<file path="config.mk">
export PLATFORM = sky130hd
export DESIGN_NAME = xml_entity_decoding_tokenizer
export DESIGN_NICKNAME = d
export VERILOG_FILES = /design/src/design/xedt_pkg.sv /design/src/design/xedt_ctrl.sv /design/src/design/xedt_dp.sv /design/src/design/xml_entity_decoding_tokenizer.sv
export SDC_FILE = /design/constraint.sdc
export NUM_CORES = 1
export LEC_CHECK = 0
export BUFFER_PORTS_ARGS = -buffer_cell sky130_fd_sc_hd__buf_2
export CAP_MARGIN = 20
export CELL_PAD_IN_SITES_DETAIL_PLACEMENT = 1
export CELL_PAD_IN_SITES_GLOBAL_PLACEMENT = 1
export CORE_UTILIZATION = 43
export CTS_CLUSTER_DIAMETER = 30
export DETAILED_ROUTE_END_ITERATION = 16
export PLACE_DENSITY = 0.79
export SLEW_MARGIN = 10
export SYNTH_ARGS = -nofsm -noshare
export SYNTH_HDL_FRONTEND = slang
export SYNTH_SLANG_ARGS = --single-unit
</file>
<file path="constraint.sdc">
create_clock -name i_clk -period 9.2 [get_ports i_clk]
set_input_delay 1.38 -clock i_clk [delete_from_list [all_inputs] [get_ports i_clk]]
set_output_delay 1.38 -clock i_clk [all_outputs]
set_load 0.01 [all_outputs]
</file>
<file path="src/design/xedt_pkg.sv">
// Shared types, codes and character constants for the XML entity-decoding tokenizer.
`default_nettype none

package xedt_pkg;

    localparam int ENTITY_MAX_DEF = 8;
    localparam int MAX_RESULTS    = 20;
    localparam int RES_CW         = $clog2(MAX_RESULTS + 1);

    // token kinds
    localparam logic [3:0] TK_EOF    = 4'd0;
    localparam logic [3:0] TK_EQUALS = 4'd1;
    localparam logic [3:0] TK_CLOSE  = 4'd2;
    localparam logic [3:0] TK_BANG   = 4'd3;
    localparam logic [3:0] TK_SLASH  = 4'd4;
    localparam logic [3:0] TK_QUEST  = 4'd5;
    localparam logic [3:0] TK_OPEN   = 4'd6;
    localparam logic [3:0] TK_NAME   = 4'd7;
    localparam logic [3:0] TK_STRING = 4'd8;
    localparam logic [3:0] TK_ERROR  = 4'd9;

    // characters
    localparam logic [7:0] CH_SPACE = 8'h20;
    localparam logic [7:0] CH_AMP   = 8'h26;
    localparam logic [7:0] CH_SEMI  = 8'h3B;
    localparam logic [7:0] CH_LT    = 8'h3C;
    localparam logic [7:0] CH_EQ    = 8'h3D;
    localparam logic [7:0] CH_GT    = 8'h3E;
    localparam logic [7:0] CH_QUOTE = 8'h22;
    localparam logic [7:0] CH_BANG  = 8'h21;
    localparam logic [7:0] CH_SLASH = 8'h2F;
    localparam logic [7:0] CH_QUEST = 8'h3F;
    localparam logic [7:0] CH_UNDER = 8'h5F;
    localparam logic [7:0] CH_COLON = 8'h3A;
    localparam logic [7:0] CH_L     = 8'h6C;
    localparam logic [7:0] CH_G     = 8'h67;
    localparam logic [7:0] CH_T     = 8'h74;
    localparam logic [7:0] CH_Q     = 8'h71;
    localparam logic [7:0] CH_U     = 8'h75;
    localparam logic [7:0] CH_O     = 8'h6F;
    localparam logic [7:0] CH_A     = 8'h61;
    localparam logic [7:0] CH_M     = 8'h6D;
    localparam logic [7:0] CH_P     = 8'h70;

    typedef struct packed {
        logic [7:0] byte_value;
        logic       end_of_stream;
    } t_in;

    typedef struct packed {
        logic [3:0] token_kind;
        logic [7:0] char_value;
        logic       char_valid;
        logic       was_escaped;
        logic       token_end;
        logic       last_of_item;
    } t_out;

    // one datapath step per cycle while running and the output is not blocked
    typedef enum logic [2:0] {
        OP_NONE    = 3'd0,
        OP_LEX     = 3'd1,
        OP_RESOLVE = 3'd2,
        OP_RES_EOF = 3'd3,
        OP_DEC_IN  = 3'd4,
        OP_DEC_Q   = 3'd5,
        OP_EOF_LEX = 3'd6
    } t_op;

    typedef struct packed {
        logic load;
        t_op  op;
        logic flush;
    } t_cmd;

    typedef struct packed {
        logic cur_v;
        logic res_pend;
        logic in_v;
        logic q_nonempty;
        logic eof;
        logic eof_done;
        logic ent_active;
        logic pend_v;
        logic out_free;
    } t_status;

endpackage

`default_nettype wire

</file>
<file path="src/design/xedt_ctrl.sv">
// Controller: sequences datapath steps for one word and flushes its last result.
`default_nettype none

module xedt_ctrl (
    input  wire logic             i_clk,
    input  wire logic             i_rst_n,
    input  wire logic             i_in_valid,
    input  wire xedt_pkg::t_status i_status,
    output xedt_pkg::t_cmd        o_cmd,
    output logic                  o_in_stall
);
    import xedt_pkg::*;

    typedef enum logic [2:0] {
        S_IDLE  = 3'b001,
        S_RUN   = 3'b010,
        S_FLUSH = 3'b100
    } t_state;

    t_state r_state, n_state;
    logic   blocked;

    assign blocked    = i_status.pend_v && !i_status.out_free;
    assign o_in_stall = (r_state != S_IDLE);

    always_comb begin
        n_state     = r_state;
        o_cmd.load  = 1'b0;
        o_cmd.op    = OP_NONE;
        o_cmd.flush = 1'b0;
        unique case (r_state)
            S_IDLE: begin
                if (i_in_valid) begin
                    o_cmd.load = 1'b1;
                    n_state    = S_RUN;
                end
            end
            S_RUN: begin
                if (!blocked) begin
                    // lexer first, then decoder, input before replay
                    if (i_status.cur_v) begin
                        o_cmd.op = OP_LEX;
                    end else if (i_status.res_pend) begin
                        o_cmd.op = OP_RESOLVE;
                    end else if (i_status.in_v) begin
                        o_cmd.op = OP_DEC_IN;
                    end else if (i_status.q_nonempty) begin
                        o_cmd.op = OP_DEC_Q;
                    end else if (i_status.eof && i_status.ent_active) begin
                        o_cmd.op = OP_RES_EOF;
                    end else if (i_status.eof && !i_status.eof_done) begin
                        o_cmd.op = OP_EOF_LEX;
                    end else begin
                        n_state = S_FLUSH;
                    end
                end
            end
            S_FLUSH: begin
                if (!i_status.pend_v) begin
                    n_state = S_IDLE;
                end else if (i_status.out_free) begin
                    o_cmd.flush = 1'b1;
                    n_state     = S_IDLE;
                end
            end
            default: n_state = S_IDLE;
        endcase
    end

    always_ff @(posedge i_clk) begin
        if (!i_rst_n) begin
            r_state <= S_IDLE;
        end else begin
            r_state <= n_state;
        end
    end

endmodule

`default_nettype wire

</file>
<file path="src/design/xedt_dp.sv">
// Datapath: entity buffer, replay queue, lexer step, result hold and output registers.
`default_nettype none

module xedt_dp #(
    parameter int ENTITY_MAX = xedt_pkg::ENTITY_MAX_DEF
) (
    input  wire logic              i_clk,
    input  wire logic              i_rst_n,
    input  wire xedt_pkg::t_in     i_in_word,
    input  wire xedt_pkg::t_cmd    i_cmd,
    input  wire logic              i_out_stall,
    output xedt_pkg::t_status      o_status,
    output xedt_pkg::t_out         o_out_word,
    output logic                   o_out_valid
);
    import xedt_pkg::*;

    localparam int CW = $clog2(ENTITY_MAX + 1);
    localparam int IW = $clog2(ENTITY_MAX);
    localparam logic [CW-1:0] EM_C = CW'(ENTITY_MAX);
    localparam logic [RES_CW-1:0] MAXRES_C = RES_CW'(MAX_RESULTS);

    typedef enum logic [3:0] {
        MODE_IDLE   = 4'b0001,
        MODE_NAME   = 4'b0010,
        MODE_STRING = 4'b0100,
        MODE_LT     = 4'b1000
    } t_lex_mode;

    t_lex_mode r_mode, n_mode, lx_mode;

    logic [7:0]  r_ebuf [ENTITY_MAX];
    logic [7:0]  r_rq   [ENTITY_MAX];
    logic [CW-1:0] r_ecnt, n_ecnt, r_qhead, n_qhead, r_qlen, n_qlen;
    logic        r_eact, n_eact, r_res, n_res, r_from_q, n_from_q;
    logic        r_cur_v, n_cur_v, r_cur_esc, n_cur_esc, r_cur_eof, n_cur_eof;
    logic [7:0]  r_cur_c, n_cur_c;
    logic        r_in_v, n_in_v, r_eof, n_eof, r_eof_done, n_eof_done;
    logic [7:0]  r_in_b, n_in_b;
    logic        r_pend_v, n_pend_v, r_out_v, n_out_v;
    t_out        r_pend, n_pend, r_out, n_out;
    logic [RES_CW-1:0] r_nres, n_nres;

    logic        out_free, ebuf_we, q_load, in_eof;
    logic [7:0]  dec_b;
    logic [CW-1:0] ecnt_inc;

    logic        lx_emit, lx_done;
    t_out        lx_res;

    logic        m_lt, m_gt, m_quot, m_amp, match_v;
    logic [7:0]  match_c;

    function automatic logic is_name(input logic [7:0] c);
        return (c >= 8'h41 && c <= 8'h5A) || (c >= 8'h61 && c <= 8'h7A) ||
               (c >= 8'h30 && c <= 8'h39) || c == CH_UNDER || c == CH_COLON;
    endfunction

    // ---------------- lexer step ----------------
    always_comb begin
        lx_emit            = 1'b0;
        lx_done            = 1'b1;
        lx_mode            = MODE_IDLE;
        lx_res             = '0;
        lx_res.token_kind  = TK_EOF;
        lx_res.token_end   = 1'b1;
        unique case (r_mode)
            MODE_NAME: begin
                lx_emit           = 1'b1;
                lx_res.token_kind = TK_NAME;
                if (!r_cur_eof && !r_cur_esc && is_name(r_cur_c)) begin
                    lx_res.char_value = r_cur_c;
                    lx_res.char_valid = 1'b1;
                    lx_res.token_end  = 1'b0;
                    lx_mode           = MODE_NAME;
                end else begin
                    lx_done = 1'b0;   // terminating char is lexed again from idle
                end
            end
            MODE_STRING: begin
                lx_emit           = 1'b1;
                lx_res.token_kind = TK_STRING;
                if (r_cur_eof || (!r_cur_esc && r_cur_c == CH_QUOTE)) begin
                    lx_done = !r_cur_eof;
                end else begin
                    lx_res.char_value  = r_cur_c;
                    lx_res.char_valid  = 1'b1;
                    lx_res.was_escaped = r_cur_esc;
                    lx_res.token_end   = 1'b0;
                    lx_mode            = MODE_STRING;
                end
            end
            MODE_LT: begin
                lx_emit = 1'b1;
                if (!r_cur_eof && !r_cur_esc && r_cur_c == CH_BANG) begin
                    lx_res.token_kind = TK_BANG;
                end else if (!r_cur_eof && !r_cur_esc && r_cur_c == CH_SLASH) begin
                    lx_res.token_kind = TK_SLASH;
                end else if (!r_cur_eof && !r_cur_esc && r_cur_c == CH_QUEST) begin
                    lx_res.token_kind = TK_QUEST;
                end else begin
                    lx_res.token_kind = TK_OPEN;
                    lx_done           = 1'b0;
                end
            end
            default: begin
                if (r_cur_eof) begin
                    lx_emit           = 1'b1;
                    lx_res.token_kind = TK_EOF;
                end else if (r_cur_esc) begin
                    lx_emit           = 1'b1;
                    lx_res.token_kind = TK_ERROR;
                end else if (r_cur_c <= CH_SPACE) begin
                    lx_emit = 1'b0;
                end else if (r_cur_c == CH_EQ) begin
                    lx_emit           = 1'b1;
                    lx_res.token_kind = TK_EQUALS;
                end else if (r_cur_c == CH_GT) begin
                    lx_emit           = 1'b1;
                    lx_res.token_kind = TK_CLOSE;
                end else if (r_cur_c == CH_LT) begin
                    lx_mode = MODE_LT;
                end else if (r_cur_c == CH_QUOTE) begin
                    lx_mode = MODE_STRING;
                end else if (is_name(r_cur_c)) begin
                    lx_emit           = 1'b1;
                    lx_res.token_kind = TK_NAME;
                    lx_res.char_value = r_cur_c;
                    lx_res.char_valid = 1'b1;
                    lx_res.token_end  = 1'b0;
                    lx_mode           = MODE_NAME;
                end else begin
                    lx_emit           = 1'b1;
                    lx_res.token_kind = TK_ERROR;
                end
            end
        endcase
    end

    // ---------------- entity match ----------------
    assign m_lt   = (r_ecnt == CW'(3)) && r_ebuf[0] == CH_L && r_ebuf[1] == CH_T &&
                    r_ebuf[2] == CH_SEMI;
    assign m_gt   = (r_ecnt == CW'(3)) && r_ebuf[0] == CH_G && r_ebuf[1] == CH_T &&
                    r_ebuf[2] == CH_SEMI;
    assign m_quot = (r_ecnt == CW'(5)) && r_ebuf[0] == CH_Q && r_ebuf[1] == CH_U &&
                    r_ebuf[2] == CH_O && r_ebuf[3] == CH_T && r_ebuf[4] == CH_SEMI;
    assign m_amp  = (r_ecnt == CW'(4)) && r_ebuf[0] == CH_A && r_ebuf[1] == CH_M &&
                    r_ebuf[2] == CH_P && r_ebuf[3] == CH_SEMI;
    assign match_v = m_lt || m_gt || m_quot || m_amp;
    assign match_c = m_lt ? CH_LT : (m_gt ? CH_GT : (m_quot ? CH_QUOTE : CH_AMP));

    assign out_free = !r_out_v || !i_out_stall;
    assign dec_b    = (i_cmd.op == OP_DEC_IN) ? r_in_b : r_rq[r_qhead[IW-1:0]];
    assign ecnt_inc = r_ecnt + CW'(1);
    assign in_eof   = i_in_word.end_of_stream || (i_in_word.byte_value == 8'h00);

    // ---------------- step control ----------------
    always_comb begin
        n_mode     = r_mode;
        n_ecnt     = r_ecnt;
        n_qhead    = r_qhead;
        n_qlen     = r_qlen;
        n_eact     = r_eact;
        n_res      = r_res;
        n_from_q   = r_from_q;
        n_cur_v    = r_cur_v;
        n_cur_esc  = r_cur_esc;
        n_cur_eof  = r_cur_eof;
        n_cur_c    = r_cur_c;
        n_in_v     = r_in_v;
        n_in_b     = r_in_b;
        n_eof      = r_eof;
        n_eof_done = r_eof_done;
        n_nres     = r_nres;
        n_pend_v   = r_pend_v;
        n_pend     = r_pend;
        n_out_v    = r_out_v && !out_free;
        n_out      = r_out;
        ebuf_we    = 1'b0;
        q_load     = 1'b0;

        unique case (i_cmd.op)
            OP_LEX: begin
                n_mode = lx_mode;
                if (lx_done) begin
                    n_cur_v = 1'b0;
                end
                if (lx_emit && r_nres < MAXRES_C) begin
                    n_nres = r_nres + RES_CW'(1);
                    if (r_pend_v) begin
                        n_out   = r_pend;
                        n_out_v = 1'b1;
                    end
                    n_pend   = lx_res;
                    n_pend_v = 1'b1;
                end
            end
            OP_DEC_IN, OP_DEC_Q: begin
                if (i_cmd.op == OP_DEC_IN) begin
                    n_in_v = 1'b0;
                end else begin
                    n_qhead = r_qhead + CW'(1);
                end
                if (r_eact) begin
                    ebuf_we = 1'b1;
                    n_ecnt  = ecnt_inc;
                    if (dec_b == CH_SEMI || ecnt_inc >= EM_C) begin
                        n_res    = 1'b1;
                        n_from_q = (i_cmd.op == OP_DEC_Q);
                    end
                end else if (dec_b == CH_AMP) begin
                    n_eact = 1'b1;
                    n_ecnt = '0;
                end else begin
                    n_cur_v   = 1'b1;
                    n_cur_c   = dec_b;
                    n_cur_esc = 1'b0;
                    n_cur_eof = 1'b0;
                end
            end
            OP_RESOLVE, OP_RES_EOF: begin
                n_eact    = 1'b0;
                n_ecnt    = '0;
                n_res     = 1'b0;
                n_cur_v   = 1'b1;
                n_cur_eof = 1'b0;
                if (match_v) begin
                    n_cur_c   = match_c;
                    n_cur_esc = 1'b1;
                end else begin
                    n_cur_c   = CH_AMP;
                    n_cur_esc = 1'b0;
                    // bytes gathered from the queue are still there: just back up
                    if (i_cmd.op == OP_RESOLVE && r_from_q) begin
                        n_qhead = r_qhead - r_ecnt;
                    end else begin
                        q_load  = 1'b1;
                        n_qhead = '0;
                        n_qlen  = r_ecnt;
                    end
                end
            end
            OP_EOF_LEX: begin
                n_cur_v    = 1'b1;
                n_cur_c    = 8'h00;
                n_cur_esc  = 1'b0;
                n_cur_eof  = 1'b1;
                n_eof_done = 1'b1;
            end
            default: begin
            end
        endcase

        if (i_cmd.load) begin
            n_eof      = in_eof;
            n_in_v     = !in_eof;
            n_in_b     = i_in_word.byte_value;
            n_eof_done = 1'b0;
            n_nres     = '0;
        end

        if (i_cmd.flush) begin
            n_out              = r_pend;
            n_out.last_of_item = 1'b1;
            n_out_v            = 1'b1;
            n_pend_v           = 1'b0;
        end
    end

    always_ff @(posedge i_clk) begin
        if (!i_rst_n) begin
            r_mode     <= MODE_IDLE;
            r_ecnt     <= '0;
            r_qhead    <= '0;
            r_qlen     <= '0;
            r_eact     <= 1'b0;
            r_res      <= 1'b0;
            r_from_q   <= 1'b0;
            r_cur_v    <= 1'b0;
            r_in_v     <= 1'b0;
            r_eof      <= 1'b0;
            r_eof_done <= 1'b0;
            r_nres     <= '0;
            r_pend_v   <= 1'b0;
            r_out_v    <= 1'b0;
        end else begin
            r_mode     <= n_mode;
            r_ecnt     <= n_ecnt;
            r_qhead    <= n_qhead;
            r_qlen     <= n_qlen;
            r_eact     <= n_eact;
            r_res      <= n_res;
            r_from_q   <= n_from_q;
            r_cur_v    <= n_cur_v;
            r_in_v     <= n_in_v;
            r_eof      <= n_eof;
            r_eof_done <= n_eof_done;
            r_nres     <= n_nres;
            r_pend_v   <= n_pend_v;
            r_out_v    <= n_out_v;
        end
    end

    always_ff @(posedge i_clk) begin
        r_cur_c   <= n_cur_c;
        r_cur_esc <= n_cur_esc;
        r_cur_eof <= n_cur_eof;
        r_in_b    <= n_in_b;
        r_pend    <= n_pend;
        r_out     <= n_out;
    end

    always_ff @(posedge i_clk) begin
        if (ebuf_we) begin
            r_ebuf[r_ecnt[IW-1:0]] <= dec_b;
        end
    end

    always_ff @(posedge i_clk) begin
        if (q_load) begin
            for (int k = 0; k < ENTITY_MAX; k++) begin
                r_rq[k] <= r_ebuf[k];
            end
        end
    end

    assign o_status.cur_v      = r_cur_v;
    assign o_status.res_pend   = r_res;
    assign o_status.in_v       = r_in_v;
    assign o_status.q_nonempty = (r_qhead < r_qlen);
    assign o_status.eof        = r_eof;
    assign o_status.eof_done   = r_eof_done;
    assign o_status.ent_active = r_eact;
    assign o_status.pend_v     = r_pend_v;
    assign o_status.out_free   = out_free;

    assign o_out_word  = r_out;
    assign o_out_valid = r_out_v;

    a_qhead_bound: assert property (@(posedge i_clk) disable iff (!i_rst_n)
        r_qhead <= r_qlen)
        else $error("replay head past replay length");

    a_ecnt_idle: assert property (@(posedge i_clk) disable iff (!i_rst_n)
        !r_eact |-> r_ecnt == '0)
        else $error("entity count nonzero with no entity open");

    a_res_active: assert property (@(posedge i_clk) disable iff (!i_rst_n)
        r_res |-> r_eact && r_ecnt != '0)
        else $error("resolve pending without gathered entity");

    a_ecnt_bound: assert property (@(posedge i_clk) disable iff (!i_rst_n)
        r_ecnt <= EM_C && r_qlen <= EM_C)
        else $error("entity count or replay length beyond buffer");

endmodule

`default_nettype wire

</file>
<file path="src/design/xml_entity_decoding_tokenizer.sv">
// An accepted word is decoded and lexed one step at a time; its last result, if any, is
// flushed to the output register before the next word is taken, and the input stalls
// meanwhile. Lexer steps, decoded bytes and entity resolutions share the single step
// unit, so a failed entity replays each gathered byte through the decoder and lexer.
// Reset (i_rst_n low, synchronous): lexer idle, no entity open, replay queue and
// output empty; the entity and replay buffers are not cleared.
`default_nettype none

module xml_entity_decoding_tokenizer #(
    parameter int ENTITY_MAX = xedt_pkg::ENTITY_MAX_DEF
) (
    input  wire logic           i_clk,
    input  wire logic           i_rst_n,
    input  wire logic           i_in_valid,
    output logic                o_in_stall,
    input  wire xedt_pkg::t_in  i_in_word,
    output logic                o_out_valid,
    input  wire logic           i_out_stall,
    output xedt_pkg::t_out      o_out_word
);
    import xedt_pkg::*;

    t_cmd    cmd;
    t_status status;

    xedt_ctrl u_ctrl (
        .i_clk      (i_clk),
        .i_rst_n    (i_rst_n),
        .i_in_valid (i_in_valid),
        .i_status   (status),
        .o_cmd      (cmd),
        .o_in_stall (o_in_stall)
    );

    xedt_dp #(
        .ENTITY_MAX (ENTITY_MAX)
    ) u_dp (
        .i_clk       (i_clk),
        .i_rst_n     (i_rst_n),
        .i_in_word   (i_in_word),
        .i_cmd       (cmd),
        .i_out_stall (i_out_stall),
        .o_status    (status),
        .o_out_word  (o_out_word),
        .o_out_valid (o_out_valid)
    );

endmodule

`default_nettype wire
</file>
==> impl_metrics.tcl <==
set metrics [dict create \
    status "complete, no violations" \
    drc 0 \
    path_max_fanout 21 \
    drv_cap 0 \
    hold_viol 0 \
    yosysTopAreaCell "edfxtp_1" \
    grt_pass1_vias 6111 \
    hold_class "reg -> reg" \
    setup_violations 0 \
    clk_pin_slew_ns 0.05 \
    fp.dieW_um 147 \
    stdcell_count 1010 \
    drive_gt1_share_pct 18.2 \
    maxSlewViolCount 0 \
    muxShareOfSynthArea_pct 6.13 \
    finClkSkew_ns 0.0200 \
    synthFlopType "edfxtp_1" \
    grt_use_total_pct 20.7 \
    powerDensity_mw_per_mm2 240 \
    synthSimpleGateAreaFrac_pct 14.2 \
    synth-seq-cells 213 \
    worstSkewPairLatency_ns 0.54 \
    synth_top_family_by_area "simple AND/OR/NAND/NOR gates" \
    clock_sinks 213 \
    via_per_inst 5.71 \
    startpoint_type "flip-flop" \
    period_minus_slack_ns 3.75 \
    grt_pass1_wl_um 34000 \
    post_cts_buffers 0 \
    wl_per_cell_um 21.6 \
    start_util_pct 44.3 \
    clock.fmax_ghz 0.266 \
    worst_slew_pin_slew_ns 1.11 \
    required_ns 9.39 \
    netlist_area_mm2 0.00904 \
    antenna_left 0 \
    yosysUniqueCellTypes 75 \
    tns_ns 0 \
    place_congestion 0.879 \
    grt-ovfl-total 0 \
    seqCellArea_mm2 0.00603 \
    crit_arrival_ns 3.95 \
    dp.cells 932 \
    synth_edf_count 176 \
    via_count 5765 \
    period_share_pct 40.8 \
    dieHeight_um 147 \
    finalNetCount 732 \
    ir_drop_v 0.000162 \
    numCtsBuffers 41 \
    dieArea_mm2 0.0216 \
    portBuffers 30 \
    cts_tree "done" \
    slew_headroom_pct 25.7 \
    yosysTopAreaCellShare_pct 58.4 \
    synth_compound_area_share_pct 8.01 \
    rsz0062_at_grt "false" \
    synth_area_leaders "edfxtp_1 (58%), dfxtp_1 (8.2%), mux4_2 (3.2%)" \
    core_region_area_mm2 0.0204 \
    first_pass_iters 4 \
    h-tree-depth 2 \
    synth_cells 651 \
    multi_input_area_mm2 0.00282 \
    hold_buffers 0 \
    p_leak_nw 3.71 \
    ios 31 \
    cts_buffer_depth 3 \
    grt_max_degree 41 \
    routed_wl_um 21800 \
    antenna-diode-count 0 \
    synthAdderAreaFrac_pct 1.74 \
    ys_async_sr_fraction_pct 0 \
    syn2layout_area_growth_pct 20.9 \
    antenna_found_initial 0 \
    final_util_pct 53.5 \
    n_fill_cell 1992 \
    hpwl_um 15100 \
    yosys.area_share.xor_xnor_pct 0.871 \
    cts_resized 0 \
    drtIter0Drc 314 \
    crit_path_end_kind "flip-flop" \
    clockRootBuffer "clkbuf_16" \
    yosysSeqAreaShare_pct 66.6 \
    yosysWarnings 0 \
    p_total_w 0.00263 \
    syn_area_per_cell_um2 13.9 \
    std_cell_rows 52 \
    synth_nets 676 \
    worst_slack_ns 5.45 \
    place_ws_ns 4.73 \
    worst-setup-path-type "reg -> reg" \
]
-- report_power, final --
part           switching [W]  leakage [nW]  internal [W]
Combinational      0.0000174          1.12    0.00000939
Clock               0.000545         0.697       0.00101
Sequential        0.00000515          1.89       0.00104
-- layer usage --
metal	wire length (µm)	GRT usage [%]	vias up
met3	938	3.79	58
met1	9060	25.2	2901
met2	11100	36.4	152
li1	-	-	2654
met4	697	8.09	0
met5	0	0	-
-- kinds of logic (layout without fill, tap and decap cells) --
kind of cell    Yosys count  count (layout)
compound gates          106             106
simple gates            231             231
mux                      31              31
buf+inv                  49             138
fa+ha+maj                12              12
flops                   213             213
xor+xnor                  9               9
-- stage by stage --
| step | instance area (µm²) | hold WS (ns) |
|---|---|---|
| 6_report | 10900 | 0.418 |
| 5_1_grt | 10900 | 0.425 |
| 4_1_cts | 10900 | 0.420 |
| 3_5_place_dp | 9450 | 0.406 |
| 3_3_place_gp | 9450 | 0.400 |
| 2_1_floorplan | 9040 | 0.400 |
-- placed cells by master (no fill, tap or decap), drive strengths merged, types with 8 or more instances in the layout --
cell type	count
ha	11
nor2	51
nand2	40
nor2b	27
nand2b	9
clkinv	13
mux2i	13
mux4	18
buf	36
a211oi	8
nand4	9
clkbuf	41
inv	35
nand3	13
o21ai	17
a21oi	23
nor3	17
edfxtp	176
dfxtp	37
-- sequential cells by signal, summed over array words and instances, names as in the netlist, 3 cells and up, named ones only --
| signal | flops |
|---|---|
| u_dp.r_in_b | 8 |
| u_dp.r_mode | 4 |
| u_dp.r_cur_c | 8 |
| u_dp.r_nres | 5 |
| u_dp.r_qlen | 4 |
| u_dp.r_rq | 64 |
| u_dp.r_pend | 15 |
| u_dp.o_out_word | 16 |
| u_dp.r_ecnt | 4 |
| u_dp.r_qhead | 4 |
| u_dp.r_ebuf | 64 |
| u_ctrl.r_state | 3 |
-- final cells by class --
class                           count  area share [%]
Clock buffer                       41            9.38
Clock inverter                     35            4.03
Inverter                           26           0.893
Multi-Input combinational cell    389            25.8
Sequential cell                   213            55.1
Tap cell                          270            3.09
Timing Repair Buffer               36            1.74
-- path summary, 6_finish.rpt --
path / from / to / slack (ns) / depth (start not counted)
max: u_dp.r_qhead[2] / u_dp.o_out_word[4] / 5.45 / 8
min: u_dp.r_ebuf[7][3] / u_dp.r_rq[7][3] / 0.42 / 0
max reg2reg: u_dp.r_qhead[2] / u_dp.o_out_word[4] / 5.45 / 8
min reg2reg: u_dp.r_ebuf[7][3] / u_dp.r_rq[7][3] / 0.42 / 0
-- cells in the mapped netlist, drive strengths merged, types with 11 or more instances --
master / number
mux2i: 13
o21ai: 17
nor3: 17
nor2: 51
nor2b: 27
nand2: 40
a21oi: 23
mux4: 18
inv: 26
ha: 11
dfxtp: 37
edfxtp: 176
nand3: 13
clkbuf: 14
-- worst max-delay path: stages, from the launching register on --
cell     delay [ns]
dfxtp_1        0.40
ha_1           0.23
o21ai_1        0.10
nor2b_1        0.17
or4b_1         0.55
a211o_1        0.44
nor2_2         0.79
a21oi_2        0.39
inv_2          0.35
Power figures use the tool's default switching activity.
